$ cat src/sv/hkrb_pkg.sv
// Package: shared types, constants and the ASCII usage table of the report builder.
`default_nettype none

package hkrb_pkg;

    localparam int NUM_SLOTS = 6;
    localparam int SLOT_IDX_W = $clog2(NUM_SLOTS);

    localparam logic [7:0] RAW_BASE   = 8'd136;
    localparam logic [7:0] MOD_BASE   = 8'd128;
    localparam logic [7:0] LEFT_SHIFT = 8'h02;
    localparam logic [7:0] USAGE_MASK = 8'h7F;
    localparam logic [7:0] SHIFT_FLAG = 8'h80;

    typedef enum logic [1:0] {
        OP_PRESS       = 2'd0,
        OP_RELEASE     = 2'd1,
        OP_RELEASE_ALL = 2'd2,
        OP_UNUSED      = 2'd3
    } opcode_t;

    typedef enum logic [1:0] {
        ST_IDLE,
        ST_EXEC,
        ST_SEND
    } state_t;

    // Controller to datapath commands.
    typedef struct packed {
        logic load;
        logic exec;
    } cmd_t;

    // ASCII code to usage; bit 7 adds left shift, zero means unmapped.
    localparam logic [7:0] ASCII_ROM [128] = '{
        8'h00, 8'h00, 8'h00, 8'h00, 8'h00, 8'h00, 8'h00, 8'h00,
        8'h2a, 8'h2b, 8'h28, 8'h00, 8'h00, 8'h00, 8'h00, 8'h00,
        8'h00, 8'h00, 8'h00, 8'h00, 8'h00, 8'h00, 8'h00, 8'h00,
        8'h00, 8'h00, 8'h00, 8'h00, 8'h00, 8'h00, 8'h00, 8'h00,
        8'h2c, 8'h9e, 8'hb4, 8'ha0, 8'ha1, 8'ha2, 8'ha4, 8'h34,
        8'ha6, 8'ha7, 8'ha5, 8'hae, 8'h36, 8'h2d, 8'h37, 8'h38,
        8'h27, 8'h1e, 8'h1f, 8'h20, 8'h21, 8'h22, 8'h23, 8'h24,
        8'h25, 8'h26, 8'hb3, 8'h33, 8'hb6, 8'h2e, 8'hb7, 8'hb8,
        8'h9f, 8'h84, 8'h85, 8'h86, 8'h87, 8'h88, 8'h89, 8'h8a,
        8'h8b, 8'h8c, 8'h8d, 8'h8e, 8'h8f, 8'h90, 8'h91, 8'h92,
        8'h93, 8'h94, 8'h95, 8'h96, 8'h97, 8'h98, 8'h99, 8'h9a,
        8'h9b, 8'h9c, 8'h9d, 8'h2f, 8'h31, 8'h30, 8'ha3, 8'had,
        8'h35, 8'h04, 8'h05, 8'h06, 8'h07, 8'h08, 8'h09, 8'h0a,
        8'h0b, 8'h0c, 8'h0d, 8'h0e, 8'h0f, 8'h10, 8'h11, 8'h12,
        8'h13, 8'h14, 8'h15, 8'h16, 8'h17, 8'h18, 8'h19, 8'h1a,
        8'h1b, 8'h1c, 8'h1d, 8'haf, 8'hb1, 8'hb0, 8'hb5, 8'h00
    };

endpackage

`default_nettype wire

$ cat src/sv/hkrb_if.sv
// Interfaces: key event request channel and report response channel.
`default_nettype none

interface hkrb_req_if;
    logic       valid;
    logic       ready;
    logic [1:0] opcode;
    logic [7:0] key_code;

    modport source (output valid, opcode, key_code, input ready);
    modport sink   (input valid, opcode, key_code, output ready);
endinterface

interface hkrb_rpt_if;
    logic       valid;
    logic       ready;
    logic       report_sent;
    logic       accepted;
    logic [7:0] modifier_bits;
    logic [7:0] slot_zero;
    logic [7:0] slot_one;
    logic [7:0] slot_two;
    logic [7:0] slot_three;
    logic [7:0] slot_four;
    logic [7:0] slot_five;
    logic       error_flag;

    modport source (output valid, report_sent, accepted, modifier_bits, slot_zero,
                    slot_one, slot_two, slot_three, slot_four, slot_five, error_flag,
                    input ready);
    modport sink   (input valid, report_sent, accepted, modifier_bits, slot_zero,
                    slot_one, slot_two, slot_three, slot_four, slot_five, error_flag,
                    output ready);
endinterface

`default_nettype wire

$ cat src/sv/hid_keyboard_report_builder_core.sv
// Top level: HID boot keyboard report builder with six-key rollover.
`default_nettype none

// Keeps one boot keyboard report (modifier byte plus six key slots) and
// applies one key event request at a time: press, release or release all.
// Each request yields exactly one response carrying the whole report after
// the event, a report_sent and an accepted flag, and the sticky error flag,
// which only reset clears. The controller steps each request through capture,
// update and present; the next request is taken only once the response has
// been taken, so a stalled response stalls the request side.
module hid_keyboard_report_builder_core (
    input  wire logic   clk,
    input  wire logic   rst_n,
    hkrb_req_if.sink    req,
    hkrb_rpt_if.source  rsp
);

    hkrb_pkg::cmd_t cmd;
    logic [7:0]     slots [hkrb_pkg::NUM_SLOTS];

    // Controller: owns both handshakes and issues load and update commands.
    hkrb_ctrl u_ctrl (
        .clk       (clk),
        .rst_n     (rst_n),
        .req_valid (req.valid),
        .req_ready (req.ready),
        .rpt_valid (rsp.valid),
        .rpt_ready (rsp.ready),
        .cmd       (cmd)
    );

    // Datapath: decode, slot search and report state.
    hkrb_dp u_dp (
        .clk           (clk),
        .rst_n         (rst_n),
        .cmd           (cmd),
        .opcode        (req.opcode),
        .key_code      (req.key_code),
        .report_sent   (rsp.report_sent),
        .accepted      (rsp.accepted),
        .modifier_bits (rsp.modifier_bits),
        .slots         (slots),
        .error_flag    (rsp.error_flag)
    );

    // Present the slots under their report field names.
    assign rsp.slot_zero  = slots[0];
    assign rsp.slot_one   = slots[1];
    assign rsp.slot_two   = slots[2];
    assign rsp.slot_three = slots[3];
    assign rsp.slot_four  = slots[4];
    assign rsp.slot_five  = slots[5];

endmodule

`default_nettype wire

$ cat src/sv/hkrb_ctrl.sv
// Controller: sequences capture, update and presentation of one request.
`default_nettype none

module hkrb_ctrl (
    input  wire logic          clk,
    input  wire logic          rst_n,
    input  wire logic          req_valid,
    output logic               req_ready,
    output logic               rpt_valid,
    input  wire logic          rpt_ready,
    output hkrb_pkg::cmd_t     cmd
);

    hkrb_pkg::state_t state_reg;
    hkrb_pkg::state_t state_next;

    always_ff @(posedge clk or negedge rst_n)
    begin
        if (!rst_n)
        begin
            state_reg <= hkrb_pkg::ST_IDLE;
        end
        else
        begin
            state_reg <= state_next;
        end
    end

    always_comb
    begin
        state_next = state_reg;
        req_ready  = 1'b0;
        rpt_valid  = 1'b0;
        cmd        = '0;
        unique case (state_reg)
            hkrb_pkg::ST_IDLE:
            begin
                req_ready = 1'b1;
                if (req_valid)
                begin
                    cmd.load   = 1'b1;
                    state_next = hkrb_pkg::ST_EXEC;
                end
            end
            hkrb_pkg::ST_EXEC:
            begin
                cmd.exec   = 1'b1;
                state_next = hkrb_pkg::ST_SEND;
            end
            hkrb_pkg::ST_SEND:
            begin
                rpt_valid = 1'b1;
                if (rpt_ready)
                begin
                    state_next = hkrb_pkg::ST_IDLE;
                end
            end
            default:
            begin
                state_next = hkrb_pkg::ST_IDLE;
            end
        endcase
    end

endmodule

`default_nettype wire

$ cat src/sv/hkrb_dp.sv
// Datapath: key decode, slot search and the report state registers.
`default_nettype none

module hkrb_dp (
    input  wire logic        clk,
    input  wire logic        rst_n,
    input  wire hkrb_pkg::cmd_t cmd,
    input  wire logic [1:0]  opcode,
    input  wire logic [7:0]  key_code,
    output logic             report_sent,
    output logic             accepted,
    output logic [7:0]       modifier_bits,
    output logic [7:0]       slots [hkrb_pkg::NUM_SLOTS],
    output logic             error_flag
);

    logic [1:0] op_reg;
    logic [7:0] code_reg;

    logic [7:0] mods_reg;
    logic [7:0] mods_next;
    logic [7:0] slots_reg [hkrb_pkg::NUM_SLOTS];
    logic [7:0] slots_next [hkrb_pkg::NUM_SLOTS];
    logic       err_reg;
    logic       err_next;
    logic       sent_reg;
    logic       sent_next;
    logic       ok_reg;
    logic       ok_next;

    logic       mapped;
    logic [7:0] usage;
    logic [7:0] mod_bit;
    logic [7:0] entry;
    logic       held;
    logic       any_empty;
    logic [hkrb_pkg::SLOT_IDX_W-1:0] first_empty;

    // Hold the request payload for the update cycle.
    always_ff @(posedge clk)
    begin
        if (cmd.load)
        begin
            op_reg   <= opcode;
            code_reg <= key_code;
        end
    end

    // Decode the key code into a usage and a modifier bit.
    always_comb
    begin
        entry   = hkrb_pkg::ASCII_ROM[code_reg[6:0]];
        mapped  = 1'b1;
        usage   = 8'd0;
        mod_bit = 8'd0;
        priority if (code_reg >= hkrb_pkg::RAW_BASE)
        begin
            usage = code_reg - hkrb_pkg::RAW_BASE;
        end
        else if (code_reg >= hkrb_pkg::MOD_BASE)
        begin
            mod_bit = 8'd1 << code_reg[2:0];
        end
        else
        begin
            mapped  = (entry != 8'd0);
            usage   = entry & hkrb_pkg::USAGE_MASK;
            mod_bit = ((entry & hkrb_pkg::SHIFT_FLAG) != 8'd0) ? hkrb_pkg::LEFT_SHIFT : 8'd0;
        end
    end

    // Compare all slots and pick the lowest empty one.
    always_comb
    begin
        held        = 1'b0;
        any_empty   = 1'b0;
        first_empty = '0;
        for (int i = hkrb_pkg::NUM_SLOTS - 1; i >= 0; i--)
        begin
            if (slots_reg[i] == usage)
            begin
                held = 1'b1;
            end
            if (slots_reg[i] == 8'd0)
            begin
                any_empty   = 1'b1;
                first_empty = hkrb_pkg::SLOT_IDX_W'(i);
            end
        end
    end

    always_comb
    begin
        mods_next  = mods_reg;
        slots_next = slots_reg;
        err_next   = err_reg;
        sent_next  = 1'b0;
        ok_next    = 1'b0;
        unique case (hkrb_pkg::opcode_t'(op_reg))
            hkrb_pkg::OP_PRESS:
            begin
                if (!mapped)
                begin
                    err_next = 1'b1;
                end
                else
                begin
                    mods_next = mods_reg | mod_bit;
                    if (held)
                    begin
                        sent_next = 1'b1;
                        ok_next   = 1'b1;
                    end
                    else if (any_empty)
                    begin
                        slots_next[first_empty] = usage;
                        sent_next = 1'b1;
                        ok_next   = 1'b1;
                    end
                    else
                    begin
                        err_next = 1'b1;
                    end
                end
            end
            hkrb_pkg::OP_RELEASE:
            begin
                if (mapped)
                begin
                    mods_next = mods_reg & ~mod_bit;
                    for (int i = 0; i < hkrb_pkg::NUM_SLOTS; i++)
                    begin
                        if (usage != 8'd0 && slots_reg[i] == usage)
                        begin
                            slots_next[i] = 8'd0;
                        end
                    end
                    sent_next = 1'b1;
                    ok_next   = 1'b1;
                end
            end
            hkrb_pkg::OP_RELEASE_ALL:
            begin
                mods_next = 8'd0;
                for (int i = 0; i < hkrb_pkg::NUM_SLOTS; i++)
                begin
                    slots_next[i] = 8'd0;
                end
                sent_next = 1'b1;
                ok_next   = 1'b1;
            end
            hkrb_pkg::OP_UNUSED:
            begin
                sent_next = 1'b0;
            end
            default:
            begin
                sent_next = 1'b0;
            end
        endcase
    end

    always_ff @(posedge clk or negedge rst_n)
    begin
        if (!rst_n)
        begin
            mods_reg <= 8'd0;
            err_reg  <= 1'b0;
            sent_reg <= 1'b0;
            ok_reg   <= 1'b0;
            for (int i = 0; i < hkrb_pkg::NUM_SLOTS; i++)
            begin
                slots_reg[i] <= 8'd0;
            end
        end
        else if (cmd.exec)
        begin
            mods_reg  <= mods_next;
            err_reg   <= err_next;
            sent_reg  <= sent_next;
            ok_reg    <= ok_next;
            slots_reg <= slots_next;
        end
    end

    assign report_sent   = sent_reg;
    assign accepted      = ok_reg;
    assign modifier_bits = mods_reg;
    assign slots         = slots_reg;
    assign error_flag    = err_reg;

endmodule

`default_nettype wire

$ cat src/flat_wrapper.sv
// flat-port wrapper written by rule: the top's interface ports become plain ports
module hid_keyboard_report_builder_core_flat 
  (clk, rst_n, req_valid, req_opcode, req_key_code, req_ready, rsp_valid, rsp_report_sent, rsp_accepted, rsp_modifier_bits, rsp_slot_zero, rsp_slot_one, rsp_slot_two, rsp_slot_three, rsp_slot_four, rsp_slot_five, rsp_error_flag, rsp_ready);
  hkrb_req_if req_i ();
  hkrb_rpt_if rsp_i ();
  input  wire logic clk;
  input  wire logic rst_n;
  input wire logic [$bits(req_i.valid)-1:0] req_valid;
  input wire logic [$bits(req_i.opcode)-1:0] req_opcode;
  input wire logic [$bits(req_i.key_code)-1:0] req_key_code;
  output wire logic [$bits(req_i.ready)-1:0] req_ready;
  output wire logic [$bits(rsp_i.valid)-1:0] rsp_valid;
  output wire logic [$bits(rsp_i.report_sent)-1:0] rsp_report_sent;
  output wire logic [$bits(rsp_i.accepted)-1:0] rsp_accepted;
  output wire logic [$bits(rsp_i.modifier_bits)-1:0] rsp_modifier_bits;
  output wire logic [$bits(rsp_i.slot_zero)-1:0] rsp_slot_zero;
  output wire logic [$bits(rsp_i.slot_one)-1:0] rsp_slot_one;
  output wire logic [$bits(rsp_i.slot_two)-1:0] rsp_slot_two;
  output wire logic [$bits(rsp_i.slot_three)-1:0] rsp_slot_three;
  output wire logic [$bits(rsp_i.slot_four)-1:0] rsp_slot_four;
  output wire logic [$bits(rsp_i.slot_five)-1:0] rsp_slot_five;
  output wire logic [$bits(rsp_i.error_flag)-1:0] rsp_error_flag;
  input wire logic [$bits(rsp_i.ready)-1:0] rsp_ready;
  assign req_i.valid = req_valid;
  assign req_i.opcode = req_opcode;
  assign req_i.key_code = req_key_code;
  assign req_ready = req_i.ready;
  assign rsp_valid = rsp_i.valid;
  assign rsp_report_sent = rsp_i.report_sent;
  assign rsp_accepted = rsp_i.accepted;
  assign rsp_modifier_bits = rsp_i.modifier_bits;
  assign rsp_slot_zero = rsp_i.slot_zero;
  assign rsp_slot_one = rsp_i.slot_one;
  assign rsp_slot_two = rsp_i.slot_two;
  assign rsp_slot_three = rsp_i.slot_three;
  assign rsp_slot_four = rsp_i.slot_four;
  assign rsp_slot_five = rsp_i.slot_five;
  assign rsp_error_flag = rsp_i.error_flag;
  assign rsp_i.ready = rsp_ready;
  hid_keyboard_report_builder_core u_core (.clk(clk), .rst_n(rst_n), .req(req_i), .rsp(rsp_i));
endmodule
$ cat config.mk
export PLATFORM = sky130hd
export DESIGN_NAME = hid_keyboard_report_builder_core_flat
export DESIGN_NICKNAME = d
export VERILOG_FILES = /design/src/sv/hkrb_pkg.sv /design/src/sv/hkrb_if.sv /design/src/sv/hid_keyboard_report_builder_core.sv /design/src/sv/hkrb_ctrl.sv /design/src/sv/hkrb_dp.sv /design/src/flat_wrapper.sv
export SDC_FILE = /design/constraint.sdc
export NUM_CORES = 1
export LEC_CHECK = 0
export BUFFER_PORTS_ARGS = -buffer_cell sky130_fd_sc_hd__buf_2
export CORE_ASPECT_RATIO = 1.2
export CORE_MARGIN = 5
export CORE_UTILIZATION = 60
export CTS_CLUSTER_DIAMETER = 200
export CTS_CLUSTER_SIZE = 16
export DETAILED_ROUTE_END_ITERATION = 10
export MAX_ROUTING_LAYER = met4
export PLACE_DENSITY = 0.93
export SETUP_SLACK_MARGIN = 0.05
export SLEW_MARGIN = 25
export SYNTH_ARGS = -nofsm -noshare
export SYNTH_HDL_FRONTEND = slang
export SYNTH_HIERARCHICAL = 1
export SYNTH_SLANG_ARGS = --single-unit
$ cat constraint.sdc
create_clock -name clk -period 9.9 [get_ports clk]
set_input_delay 1.98 -clock clk [delete_from_list [all_inputs] [get_ports clk]]
set_output_delay 1.98 -clock clk [all_outputs]
set_load 0.03 [all_outputs]
# Yosys cells after proc, flatten, opt, wreduce, memory -nomap -nowiden
# Memory sizes are Yosys's and may differ from the RTL's.
# Index checks and enable logic that the tools add are counted.
# totals
ff_bits,71
romBits,1024
input_bits,14
out_inout_bits,61
elab_cells,139
n_memories,1
# op_classes
n_addsub,1
magnitude_cmp,5
n_eq_ne,25
shifts,1
n_mux,61
bitwise,5
n_reduce_logical,27
# mem_list
memory,words,width,rd,rd_ports_with_merged_regs,write_ports,line,text
(name not given),128,8,1,0,0,hkrb_dp.sv:52,entry = hkrb_pkg::ASCII_ROM[code_reg[6:0]];
# op_table
operator,n
2-to-1 mux 48 bit,4
one-hot mux 48 bit (3 select lines),1
2-to-1 mux 8 bit,14
bitwise mux 48 bit,1
equality test 8 bit,6
zero test 8 bit,6
AND reduction 7 bit,6
"!= test 2 bit, second input constant",14
2-to-1 mux 1 bit,26
demux 8 bit (select 3 bit),1
">= comparator 8 bit, second input constant",3
one-hot mux 8 bit (3 select lines),1
2-to-1 mux 3 bit,6
nonzero test 8 bit,2
AND 8 bit,1
inverter 7 -> 8 bit,1
inverter 8 bit,1
bitwise OR 8 bit,1
AND reduction 4 bit,2
"<< shifter 1 x 3 -> 8 bit, first input constant",1
"subtractor 8 bit, second input constant",1
logical AND 1 bit,7
2-to-1 mux 7 bit,1
"equality test 2 bit, second input constant",3
11 further kinds,15

# Depth between registers and ports, before layout
# logic_depth
ltp_word,17
ltp_mapped,18

# Hierarchy
# The synthesis kept the hierarchy.
# by_module_without_submodules
module,n_inst,cells_per_inst,area_each_um2
hkrb_dp,1,616,5434.0
hkrb_ctrl,1,9,90.1

# Worst setup path after synthesis
# No wires, ideal clock.
# synth_path
kind,reg2reg
from,register u_core.u_dp.code_reg[0]
to,"register u_core.u_dp.slots_reg, in the netlist u_core/u_dp/slots[10]"
setup_ns,0.125
t_arrival_ns,3.964
required_time_ns,9.775
setup_slack_ns,5.812
path_stages_with_launch,15
n_path_buf,2
path_cell_list,edfxtp_1 > clkbuf_1 > inv_1 > ha_1 > nor2b_1 > mux4_2 > a2111o_1 > o221ai_4 > buf_6 > xor2_1 > nor4_1 > nor4_2 > a32oi_2 > a221oi_4 > mux2_2
# synth_between
elab_chain_cells,15
# synth_lines
element,line,text
from (decl),hkrb_dp.sv:18,logic [7:0] code_reg;
from (signal assigned),hkrb_dp.sv:45,code_reg <= key_code;
inverter 7 -> 8 bit (implied by the code),hkrb_dp.sv:52,
memory (128 x 8 bit),-,
2-to-1 mux 8 bit (implied by the code) (2 in a row),hkrb_dp.sv:52,
2-to-1 mux 7 bit,hkrb_dp.sv:60,else if (code_reg >= hkrb_pkg::MOD_BASE)
2-to-1 mux 8 bit,hkrb_dp.sv:56,priority if (code_reg >= hkrb_pkg::RAW_BASE)
equality test 8 bit,hkrb_dp.sv:80,if (slots_reg[i] == usage)
2-to-1 mux 1 bit (6 in a row),hkrb_dp.sv:80,
!= test 2 bit (no line),-,
AND reduction 7 bit (no line),-,
to (signal assigned),hkrb_dp.sv:182,slots_reg <= slots_next;
to (decl),hkrb_dp.sv:22,logic [7:0] slots_reg [hkrb_pkg::NUM_SLOTS];
# Several ways; a longest one is shown, not always the timed one. The select of a mux whose other input is x is not followed.
# A chain may end at the register's enable or synchronous reset.

# Worst setup path in the final report
# layout_path
from,register u_core.u_dp.code_reg[4]
to,"register u_core.u_dp.slots_reg, in the netlist u_core/u_dp/slots[28]"
# Same word-level chain as after synthesis.

==> impl_metrics.tcl <==
set metrics [dict create \
    outcome "finished, final reports clean" \
    critPathMaxFanout 27 \
    clk_latency_ps 350 \
    syn_to_final_growth_pct 10.0 \
    cp-end-kind "flip-flop" \
    syn_inst 625 \
    drtIter0Drc 786 \
    row_count 38 \
    grt_setup_unrepaired "no" \
    fmax_ghz 0.168 \
    cts_sinks 71 \
    async_flop_share_pct 85.9 \
    clock_path_buffers 2 \
    globalplace.congestion 1.00 \
    post_cts_buffers 0 \
    hold_viol 0 \
    hp-class "flip-flop to flip-flop" \
    start_util_pct 61.1 \
    antenna_found_initial 0 \
    die_width_um 97.6 \
    wl_um 17100 \
    dp_hpwl_um 12000 \
    max_slew.worst_pin.slew_ps 1080 \
    syn_area_sq_um 5520 \
    max_cap_violations 0 \
    slew_violations 0 \
    final_layout_size_suffix_gt1_share_pct 20.6 \
    fin_nets 700 \
    n_fill_cell 738 \
    ant_nets 0 \
    fin_crit_sh_pct 60.2 \
    fin_tns_setup_ps 0 \
    synth_cell_type_count 87 \
    synth_nets 654 \
    grt_max_degree 62 \
    core_area_sq_um 9030 \
    yosys_warnings 6 \
    start_kind "flip-flop" \
    vias 5420 \
    grt_use_total_pct 31.5 \
    largest_reg_flops 48 \
    cts_buffers 9 \
    grt_first_pass_wirelength_um 27600 \
    dp_slack_ps 4170 \
    cts_root_buffer "clkbuf_8" \
    hold_buffers 0 \
    die_h_um 115 \
    skew_ps 5.88 \
    ios 75 \
    cts_tree "built" \
    avgRoutedWirePerCell_um 21.5 \
    htreeDepth 3 \
    grt_overflow 0 \
    synth_edf_count 10 \
    synth-seq-cells 71 \
    synth_ff_type "dfrtp_1" \
    setup_slack_ps 3940 \
    vdd_drop_max_uv 203 \
    leakage_nw 2.70 \
    cp.required_ps 10140 \
    p_per_area_nw_per_um2 283 \
    finalSetupViolCount 0 \
    max_slew_margin_pct 28.1 \
    path_clk_slew_ps 70 \
    cp.arrival_ps 6200 \
    firstDrtPassIters 6 \
    num_antenna_cells 0 \
    cts.repair.resized 0 \
    port_buffers 74 \
    crit_type "flip-flop to flip-flop" \
    grt_pass1_vias 5306 \
    yosysSeqAreaShare_pct 33.1 \
    die_area_sq_um 11200 \
    via_per_inst 6.81 \
    remaining_drc_errors 0 \
    syn_avg_cell_area_sq_um 8.84 \
    period_minus_slack_ps 5960 \
]
-- cells in the final DEF (no fill, tap or decap), types with 10 or more instances in the layout --
cell	synthesis	layout
dfrtp_1	61	61
nor3_1	16	16
buf_2	12	74
and3_1	10	10
nand4_1	17	17
nand2b_1	16	16
nor4_1	10	10
nand2_1	36	36
a21oi_1	38	38
xnor2_1	24	24
nor2b_1	14	14
mux2_2	17	17
inv_1	36	36
nand3_1	15	15
edfxtp_1	10	10
o21ai_0	34	34
nor2_1	57	57
ha_1	15	15
a31oi_1	10	10
-- layout make-up --
cell class                 instances  area (sq um)  area share (%)
multi-input combinational        477          3330            54.7
clock inverter                     5           103            1.69
tap                              120           150            2.47
sequential                        71          1830            30.1
clock buffer                      11           153            2.51
inverter                          36           135            2.22
timing repair buffer              76           385            6.34
-- logic make-up after synthesis --
family / after synthesis / synth area share [%]
simple gates: 234 / 23.9
mux: 29 / 6.18
flops: 71 / 33.1
buf+inv: 77 / 6.73
compound gates: 167 / 21.7
fa+ha+maj: 15 / 3.40
xor+xnor: 32 / 5.07
-- final timing paths --
kind	slack [ps]	end	startpoint	depth (start not counted)
min in group asynchronous	1790	u_core/u_dp/slots[18]$_DFFE_PN0P_	rst_n	2
max reg2reg	3940	u_core/u_dp/slots[28]$_DFFE_PN0P_	u_core/u_dp/code_reg[4]$_DFFE_PP_	13
max in group asynchronous	7620	u_core/u_dp/modifier_bits[7]$_DFFE_PN0P_	rst_n	2
min reg2reg	480	u_core/u_dp/error_flag$_DFFE_PN0P_	u_core/u_dp/error_flag$_DFFE_PN0P_	1
max	3940	u_core/u_dp/slots[28]$_DFFE_PN0P_	u_core/u_dp/code_reg[4]$_DFFE_PP_	13
min	480	u_core/u_dp/error_flag$_DFFE_PN0P_	u_core/u_dp/error_flag$_DFFE_PN0P_	1
-- critical path, stage by stage, from the launching register on --
cell and delay (ps):
edfxtp_1 960, inv_1 340, ha_1 280, nor4b_4 150
o21ai_2 460, o221ai_1 250, o21bai_1 880, xnor2_1 190
nand4_1 150, nor4b_1 90, nor4_2 420, a32o_1 880
o221ai_4 360, mux2_1 400
-- Yosys cell counts (all sizes together), types with 8 or more instances --
cell	n	area, sq um
a21oi	39	199
a31oi	11	75.1
and3	10	62.6
buf	26	180
clkbuf	15	56.3
dfrtp	61	1530
edfxtp	10	300
ha	15	188
inv	36	135
mux2	21	236
nand2	36	135
nand2b	16	100
nand3	16	85.1
nand4	17	106
nor2	59	231
nor2b	14	87.6
nor3	17	90.1
nor4	13	109
o21ai	35	179
o22ai	8	50.1
xnor2	24	210
xor2	8	70.1
-- per-stage QoR --
step	cells	instance area [sq um]	hold WS, ps	utilization, %	total power [mW]
after detailed placement	780	5820	476	64.5	1.38
after floorplan	625	5520	600	-	1.15
after global placement	780	5820	470	64.5	1.35
after CTS	796	6080	493	67.3	1.69
after global routing	796	6080	517	67.3	1.80
final	796	6080	484	67.3	1.72
-- per-layer routing --
layer	vias to the layer above	track usage (%)	routed length [um]
met5	-	-	0
met1	2574	38.6	6460
met3	87	6.01	1600
met2	361	50.7	8250
li1	2398	-	-
met4	0	14.8	803
-- power breakdown --
part           switching, mW  internal [mW]
clock                  0.111          0.182
sequential             0.111          0.361
combinational          0.641          0.313
total                  0.863          0.856
(Power assumes the default switching activity.)
